## config.mk

```make
export PLATFORM = sky130hd
export DESIGN_NAME = mp2_window_ctrl
export DESIGN_NICKNAME = d
export VERILOG_FILES = /design/src/rtl/core/max_pool_2d_stream_core_defines.svh /design/src/rtl/core/mp2_pkg.sv /design/src/rtl/core/mp2_window_ctrl.sv
export SDC_FILE = /design/constraint.sdc
export NUM_CORES = 1
export LEC_CHECK = 0
export CORE_MARGIN = 1
export CORE_UTILIZATION = 45
export CTS_CLUSTER_SIZE = 16
export DETAILED_ROUTE_END_ITERATION = 8
export DONT_BUFFER_PORTS = 1
export PLACE_DENSITY = 0.58
export SLEW_MARGIN = 20
export SYNTH_ARGS = -nofsm -noshare
export SYNTH_HDL_FRONTEND = slang
export SYNTH_SLANG_ARGS = --single-unit
```

## constraint.sdc

```tcl
create_clock -name clk_i -period 4.5 [get_ports clk_i]
set_input_delay 0.675 -clock clk_i [delete_from_list [all_inputs] [get_ports clk_i]]
set_output_delay 0.675 -clock clk_i [all_outputs]
set_load 0.005 [all_outputs]
```

## src/rtl/core/max_pool_2d_stream_core_defines.svh

```systemverilog
// Assertion macros used by the top level of the max pooling core.
`ifndef MAX_POOL_2D_STREAM_CORE_DEFINES_SVH
`define MAX_POOL_2D_STREAM_CORE_DEFINES_SVH
`ifndef ASSERT_OFF
// Same-cycle implication, checked on every rising edge of clk_i outside reset.
`define ASSERT_IMPLY(label, ante, cons, msg) \
  label: assert property (@(posedge clk_i) disable iff (!rst_ni) (ante) |-> (cons)) else $error(msg);
// Next-cycle implication, checked on every rising edge of clk_i outside reset.
`define ASSERT_NEXT(label, ante, cons, msg) \
  label: assert property (@(posedge clk_i) disable iff (!rst_ni) (ante) |=> (cons)) else $error(msg);
`else
`define ASSERT_IMPLY(label, ante, cons, msg)
`define ASSERT_NEXT(label, ante, cons, msg)
`endif
`endif

```

## src/rtl/core/mp2_pkg.sv

```systemverilog
// Shared constants and types of the max pooling core.
`default_nettype none
package mp2_pkg;

  // Default parameter values.
  localparam int DEF_MAX_MAP_WIDTH = 1024;
  localparam int DEF_MAX_POOL      = 8;
  localparam int DEF_SAMPLE_BITS   = 16;

  // Configuration register file.
  localparam int CFG_INDEX_BITS = 2;
  localparam int CFG_DATA_BITS  = 11;
  localparam int POOL_REG_BITS  = 4;
  localparam int MAP_REG_BITS   = 11;

  localparam logic [CFG_INDEX_BITS-1:0] REG_POOL_WIDTH  = 2'd0;
  localparam logic [CFG_INDEX_BITS-1:0] REG_POOL_HEIGHT = 2'd1;
  localparam logic [CFG_INDEX_BITS-1:0] REG_MAP_WIDTH   = 2'd2;
  localparam logic [CFG_INDEX_BITS-1:0] REG_MAP_HEIGHT  = 2'd3;

  // Reset values of the registers before clamping.
  localparam int POOL_RESET = 2;
  localparam int MAP_RESET  = 1024;

  // The map height is bounded independently of the line store depth.
  localparam int HEIGHT_LIMIT = 1024;
  localparam int ROW_BITS     = 10;
  localparam int MH_BITS      = 11;

  // Per-item control flags handed from the window counters to stage 1.
  typedef struct packed {
    logic use_line;  // window row is not the first, so the line entry is valid
    logic col_end;   // item closes the window's columns in this row
    logic row_end;   // item lies on the window's bottom row
    logic last;      // result of this item is the final one of the map
  } win_flags_t;

endpackage
`default_nettype wire

```

## src/rtl/core/mp2_window_ctrl.sv

```systemverilog
// Configuration registers, raster and window counters, and the running row maximum.
`default_nettype none
module mp2_window_ctrl #(
  parameter int MAX_MAP_WIDTH = mp2_pkg::DEF_MAX_MAP_WIDTH,
  parameter int MAX_POOL      = mp2_pkg::DEF_MAX_POOL,
  parameter int SAMPLE_BITS   = mp2_pkg::DEF_SAMPLE_BITS
) (
  input  wire logic                                  clk_i,
  input  wire logic                                  rst_ni,
  input  wire logic                                  cfg_we_i,
  input  wire logic [mp2_pkg::CFG_INDEX_BITS-1:0]    cfg_index_i,
  input  wire logic [mp2_pkg::CFG_DATA_BITS-1:0]     cfg_wdata_i,
  input  wire logic                                  accept_i,
  input  wire logic signed [SAMPLE_BITS-1:0]         sample_i,
  output logic [$clog2(MAX_MAP_WIDTH)-1:0]           rd_addr_o,
  output logic signed [SAMPLE_BITS-1:0]              run_max_o,
  output mp2_pkg::win_flags_t                        flags_o
);

  localparam int CIW = $clog2(MAX_MAP_WIDTH);
  localparam int MWW = $clog2(MAX_MAP_WIDTH + 1);
  localparam int PCW = $clog2(MAX_POOL + 1);
  localparam int WCW = $clog2(MAX_POOL);
  localparam int CLW = MWW + 1;
  localparam int RLW = mp2_pkg::MH_BITS + 1;
  localparam int MW_RESET = (MAX_MAP_WIDTH < mp2_pkg::MAP_RESET) ?
                            MAX_MAP_WIDTH : mp2_pkg::MAP_RESET;
  localparam logic signed [SAMPLE_BITS-1:0] MOST_NEG = {1'b1, {(SAMPLE_BITS-1){1'b0}}};

  function automatic int unsigned clamp_size(int unsigned v, int unsigned hi);
    int unsigned r;
    r = v;
    if (v == 0) begin
      r = 1;
    end else if (v > hi) begin
      r = hi;
    end
    return r;
  endfunction

  // Sizes are kept clamped, so the datapath never sees an out-of-range value.
  logic [PCW-1:0]                  pw_q, pw_d, ph_q, ph_d;
  logic [MWW-1:0]                  mw_q, mw_d;
  logic [mp2_pkg::MH_BITS-1:0]     mh_q, mh_d;

  logic [CIW-1:0]                  ci_q, ci_d, oc_q, oc_d;
  logic [mp2_pkg::ROW_BITS-1:0]    ri_q, ri_d;
  logic [WCW-1:0]                  wc_q, wc_d, wr_q, wr_d;
  logic signed [SAMPLE_BITS-1:0]   rm_q, rm_d;

  logic col_end, row_end, col_wrap, row_wrap, last;

  always_comb begin
    pw_d = pw_q;
    ph_d = ph_q;
    mw_d = mw_q;
    mh_d = mh_q;
    case (cfg_index_i)
      mp2_pkg::REG_POOL_WIDTH: begin
        pw_d = PCW'(clamp_size(32'(cfg_wdata_i[mp2_pkg::POOL_REG_BITS-1:0]), MAX_POOL));
      end
      mp2_pkg::REG_POOL_HEIGHT: begin
        ph_d = PCW'(clamp_size(32'(cfg_wdata_i[mp2_pkg::POOL_REG_BITS-1:0]), MAX_POOL));
      end
      mp2_pkg::REG_MAP_WIDTH: begin
        mw_d = MWW'(clamp_size(32'(cfg_wdata_i), MAX_MAP_WIDTH));
      end
      mp2_pkg::REG_MAP_HEIGHT: begin
        mh_d = mp2_pkg::MH_BITS'(clamp_size(32'(cfg_wdata_i), mp2_pkg::HEIGHT_LIMIT));
      end
      default: begin
      end
    endcase
  end

  always_ff @(posedge clk_i or negedge rst_ni) begin
    if (!rst_ni) begin
      pw_q <= PCW'(mp2_pkg::POOL_RESET);
      ph_q <= PCW'(mp2_pkg::POOL_RESET);
      mw_q <= MWW'(MW_RESET);
      mh_q <= mp2_pkg::MH_BITS'(mp2_pkg::HEIGHT_LIMIT);
    end else if (cfg_we_i) begin
      pw_q <= pw_d;
      ph_q <= ph_d;
      mw_q <= mw_d;
      mh_q <= mh_d;
    end
  end

  always_comb begin
    // Comparisons use >= so that counters left beyond a new limit wrap.
    col_end  = (PCW'(wc_q) + PCW'(1)) >= pw_q;
    row_end  = (PCW'(wr_q) + PCW'(1)) >= ph_q;
    col_wrap = (CLW'(ci_q) + CLW'(1)) >= CLW'(mw_q);
    row_wrap = (RLW'(ri_q) + RLW'(1)) >= RLW'(mh_q);
    last     = ((CLW'(ci_q) + CLW'(1) + CLW'(pw_q)) > CLW'(mw_q)) &&
               ((RLW'(ri_q) + RLW'(1) + RLW'(ph_q)) > RLW'(mh_q));

    rm_d = ((wc_q == '0) || (sample_i > rm_q)) ? sample_i : rm_q;

    ci_d = ci_q;
    oc_d = oc_q;
    wc_d = wc_q;
    ri_d = ri_q;
    wr_d = wr_q;
    if (col_wrap) begin
      ci_d = '0;
      oc_d = '0;
      wc_d = '0;
      if (row_wrap) begin
        ri_d = '0;
        wr_d = '0;
      end else begin
        ri_d = ri_q + 1'b1;
        wr_d = row_end ? '0 : wr_q + 1'b1;
      end
    end else begin
      ci_d = ci_q + 1'b1;
      if (col_end) begin
        wc_d = '0;
        oc_d = oc_q + 1'b1;
      end else begin
        wc_d = wc_q + 1'b1;
      end
    end
  end

  always_ff @(posedge clk_i or negedge rst_ni) begin
    if (!rst_ni) begin
      ci_q <= '0;
      oc_q <= '0;
      wc_q <= '0;
      ri_q <= '0;
      wr_q <= '0;
      rm_q <= MOST_NEG;
    end else if (accept_i) begin
      ci_q <= ci_d;
      oc_q <= oc_d;
      wc_q <= wc_d;
      ri_q <= ri_d;
      wr_q <= wr_d;
      rm_q <= rm_d;
    end
  end

  assign rd_addr_o = oc_q;
  assign run_max_o = rm_d;
  assign flags_o   = '{use_line: (wr_q != '0), col_end: col_end,
                       row_end: row_end, last: last};

endmodule
`default_nettype wire

```

# Word level (Yosys, flattened, before mapping)
# Index checks and enable logic that the tools add are counted.
dict set report classes {
  n_mux 13
  add_sub_neg 11
  order_cmp 9
  reduce_logical 14
  eq_ne 3
}
# cell n
set op_table {}
lappend op_table {{$mux W10} 4}
lappend op_table {{$add A10 B1 Y10 const B} 3}
lappend op_table {{$add A11 B4 Y12} 2}
lappend op_table {{$ge A12 B11 Y1} 2}
lappend op_table {{$gt A12 B11 Y1} 2}
lappend op_table {{$add A10 B1 Y11 const B} 2}
lappend op_table {{$mux W11} 2}
lappend op_table {{$gt A16 B16 Y1} 1}
lappend op_table {{$mux W16} 1}
lappend op_table {{$mux W3} 4}
lappend op_table {{$reduce_and A2 Y1} 6}
lappend op_table {{$gt A11 B11 Y1 const B} 1}
lappend op_table {{$logic_not A11 Y1} 1}
lappend op_table {{$add A3 B1 Y4 const B} 2}
lappend op_table {{$ge A4 B4 Y1} 2}
lappend op_table {{$mux W4} 2}
lappend op_table {{$add A3 B1 Y3 const B} 2}
lappend op_table {{$eq A2 B2 Y1 const B} 2}
lappend op_table {{$gt A4 B4 Y1 const B} 1}
lappend op_table {{$logic_not A4 Y1} 1}
lappend op_table {{$logic_not A3 Y1} 1}
lappend op_table {{$reduce_bool A3 Y1} 1}
lappend op_table {{$eq A2 B1 Y1 const B} 1}
lappend op_table {{$logic_not A2 Y1} 1}
lappend op_table {{other kinds (3)} 3}
dict set report word_totals {
  register_bits 82
  elab_cells 60
}

# Longest topological paths before layout
dict set report depth {
  depth_word 4
  depth_mapped 17
  mapped_depth_nobuf 16
}

# Least setup slack after synthesis
# Ideal clock, no wire load.
dict set report synth_timing {
  path_kind {register to output}
  start {register ri_q[0] in the netlist's numbering}
  end {output port flags_o[0] in the netlist's numbering}
  slack_ps 710
  arrival_ps 3115
  stages_incl_launch_ff 18
  path_cell_list {dfrtp_1 -> ha_1 -> xor2_1 -> ha_1 -> a21oi_1 -> a21boi_0 -> o21ai_0 -> nor3_2 -> nor3b_2 -> xnor2_1 -> ha_1 -> nand4_1 -> o21ai_0 -> nor3_1 -> nand2b_1 -> o21ai_0 -> a211oi_1 -> buf_4}
}
dict set report synth_via {
  elab_chain_len 4
}
# item line_no
set synth_lines {}
lappend synth_lines {{start, declared} mp2_window_ctrl.sv:47} ;# logic [mp2_pkg::ROW_BITS-1:0] ri_q, ri_d;
lappend synth_lines {{start signal, assigned} mp2_window_ctrl.sv:140} ;# ri_q <= ri_d;
lappend synth_lines {{$add A10 B1 Y11} mp2_window_ctrl.sv:97} ;# ((RLW'(ri_q) + RLW'(1) + RLW'(ph_q)) > RLW'(mh_q));
lappend synth_lines {{$add A11 B4 Y12} mp2_window_ctrl.sv:97}
lappend synth_lines {{$gt A12 B11 Y1} mp2_window_ctrl.sv:97}
lappend synth_lines {{$logic_and A1 B1 Y1} mp2_window_ctrl.sv:96} ;# last = ((CLW'(ci_q) + CLW'(1) + CLW'(pw_q)) > CLW'(mw_q)) &&
lappend synth_lines {{end, declared} mp2_window_ctrl.sv:17} ;# output mp2_pkg::win_flags_t flags_o
# Every way passes these cells.

==> out/qor.yml <==
outcome:
  status: "finished clean"
global_route:
  grt_pass1_wl_um: 22800
  overflow: 0
  grt_pass1_vias: 4740
  antenna_found_initial: 0
  grt_usage_pct: 20.3
  grt_start_max_net_pins: 81
floorplan:
  dieHeight_um: 119
  rows: 42
  die_w_um: 119
  ioPinCount: 63
  die_area_um2: 14300
  core_area_um2: 13300
  start_util_pct: 46.5
sta:
  max_slew_margin_pct: 44.6
  finalClockSkew_ns: 0.0104
  period_needed_ns: 4.18
  hold_ws_ns: 0.0204
  fin_ws_ns: 0.320
  worstMarginPinSlew_ns: 0.831
  maxSlewViolCount: 0
  finalSetupViolations: 0
  max_freq_ghz: 0.239
  final.setup.tns_ns: 0
  hold_violations: 0
  fin_crit_sh_pct: 92.9
  rsz0062_at_grt: "false"
route:
  first_pass_iters: 4
  route.detailed.drc: 0
  dr.first_iter.drc_count: 190
  vias: 4596
  wirelength_um: 13700
  drtAntennaViolNets: 0
  post_drt_wl_per_cell_um: 16.5
  via_per_inst: 5.52
clocking:
  clkTransAtPathRegs_ns: 0.07
  clock-sinks: 82
  cts_root_buf: "clkbuf_16"
  insertion_delay_ns: 0.35
  h-tree-depth: 3
  cts_tree: "yes"
  clockBufferDepth: 2
  cts_setup_buffers: 0
  cts_buffers: 9
worst_hold_path:
  hold_path.class: "input pin to asynchronous set/reset pin"
layout:
  seqCellArea_um2: 2060
  nFillCells: 1272
  design_area_um2: 6720
  final_layout_size_suffix_gt1_share_pct: 12.3
  diodes: 0
  nets: 771
  multi_input_area_um2: 3800
  layoutNonFillerInstCount: 832
  area_growth_syn_to_layout_pct: 8.37
yosys:
  yosysWarnings: 0
  ys_top_cells_by_count: "ha_1, dfrtp_1, inv_1"
  yosysSeqAreaShare_pct: 33.2
  synth_area_um2: 6200
  synth_edf_count: 0
  synth_top_area_share_pct: 31.1
  async_flop_share_pct: 100
  postSynthAreaPerCell_um2: 9.50
  ys_top_cells_by_area: "dfrtp_1, ha_1, o21ai_0"
  synth_most_common_cell: "ha_1"
  synthFlopType: "dfrtp_1"
  synth-seq-cells: 82
  syn_nets: 773
  syn_inst: 653
  synth_area_leader_cell: "dfrtp_1"
  yosysUniqueCellTypes: 67
placement:
  pre_cts_slack_ns: 0.386
  place_area_um2: 6330
  dpl.hpwl_um: 10200
  io_buffers: 0
  place.gp.congestion: 0.874
  dp.cells: 812
power:
  p_leak_nw: 3.20
  p_sw_share_pct: 39.6
  power_density_nw_per_um2: 568
  ir_drop_uv: 241
  p_comb_share_pct: 49.3
  p_sw_w: 0.00151
  clockPowerShare_pct: 21.4
  internal_power_w: 0.00231
  pwr-share-seq_pct: 29.3
setup_path:
  rrSetupSlack_ns: 0.66
  end_kind: "output port"
  critical_path_peak_fanout: 7
  worstPathArrival_ns: 3.51
  crit_required_ns: 3.83
  startpoint_type: "register"
  path_class: "register to output port"
flow_run:
  maxCapViolCount: 0
-- kinds of logic after synthesis --
family,synth area share (%)
compound gates,15.2
xor+xnor,4.50
fa+ha+maj,17.8
buf+inv,6.17
flops,33.2
mux,8.21
simple gates,15.0
-- stage by stage --
step,total power [W],utilization (%)
after global routing,0.00417,50.4
after CTS,0.00383,49.9
after floorplan,0.00263,-
after detailed placement,0.00298,47.4
after global placement,0.00294,47.4
final,0.00382,50.4
-- critical path: stages, from the launching register on --
cell and delay, ns:
dfrtp_2 0.45, ha_2 0.24, xor2_2 0.17, ha_1 0.31, a21oi_1 0.19, a21boi_1 0.11
o21ai_1 0.23, nor3_2 0.08, nor3b_2 0.17, xnor2_1 0.16, ha_1 0.32, nand4_1 0.10
o21ai_0 0.08, nor3_1 0.21, nand2b_1 0.09, o21ai_1 0.18, a211oi_2 0.07
-- worst paths after layout --
path,endpoint,startpoint,depth (start not counted)
worst max-delay path,flags_o[0],ri_q[0]$_DFFE_PN0P_,16
worst min-delay path,wc_q[1]$_DFFE_PN0P_,rst_ni,0
worst max register to register,ri_q[2]$_DFFE_PN0P_,ci_q[2]$_DFFE_PN0P_,11
worst min register to register,mh_q[7]$_DFFE_PN0P_,mh_q[7]$_DFFE_PN0P_,2
max in group asynchronous,ci_q[0]$_DFFE_PN0P_,rst_ni,1
min in group clk_i,wc_q[0]$_DFFE_PN0P_,accept_i,1
-- power groups by stage --
stage	Clock [W]	Combinational [W]	Sequential, W
2_1_floorplan	0	0.00156	0.00107
3_3_place_gp	0	0.00182	0.00111
3_5_place_dp	0	0.00186	0.00113
4_1_cts	0.000838	0.00188	0.00111
5_1_grt	0.000867	0.00216	0.00115
6_report	0.000816	0.00189	0.00112
-- flip-flops by register name (all words and copies together) (netlist names) --
signal	flops
mh_q	11
rd_addr_o	10
ci_q	10
rm_q	16
pw_q	4
ri_q	10
wr_q	3
mw_q	11
ph_q	4
wc_q	3
-- cell usage in the layout, fill, tap and decap left out, types with 11 or more instances in the layout --
master and count:
a21oi_1 33, and3_1 14, dfrtp_1 76, ha_1 84, inv_1 70, mux2_2 24, nand2_1 53, nand2b_1 15
nand3_1 26, nand4_1 12, nor2_1 16, o21ai_0 55, o2bb2ai_1 11, xnor2_1 17, xor2_1 11
-- routing by layer --
layer | GRT usage [%] | share of wire (%) | vias up
li1 | - | - | 2304
met1 | 25.9 | 47 | 2180
met2 | 32.9 | 45 | 92
met3 | 5.75 | 5.3 | 20
met4 | 7.27 | 2.2 | 0
met5 | 0 | 0 | -
-- layout make-up --
type                       count  share of cell area, %
clock inverter                 4                   1.14
clock buffer                  12                   3.67
sequential                    82                   30.6
tap                          176                   3.28
multi-input combinational    480                   56.5
timing repair buffer           6                  0.819
inverter                      72                   4.02
-- what timing repair did --
item,CTS,global route
gates cloned,0,0
hold buffers,1,3
pin swaps,0,1
hold endpoints to repair,3,5
gates resized for setup,1,11
endpoints found under the setup margin,1,1
Power figures use the tool's default switching activity.
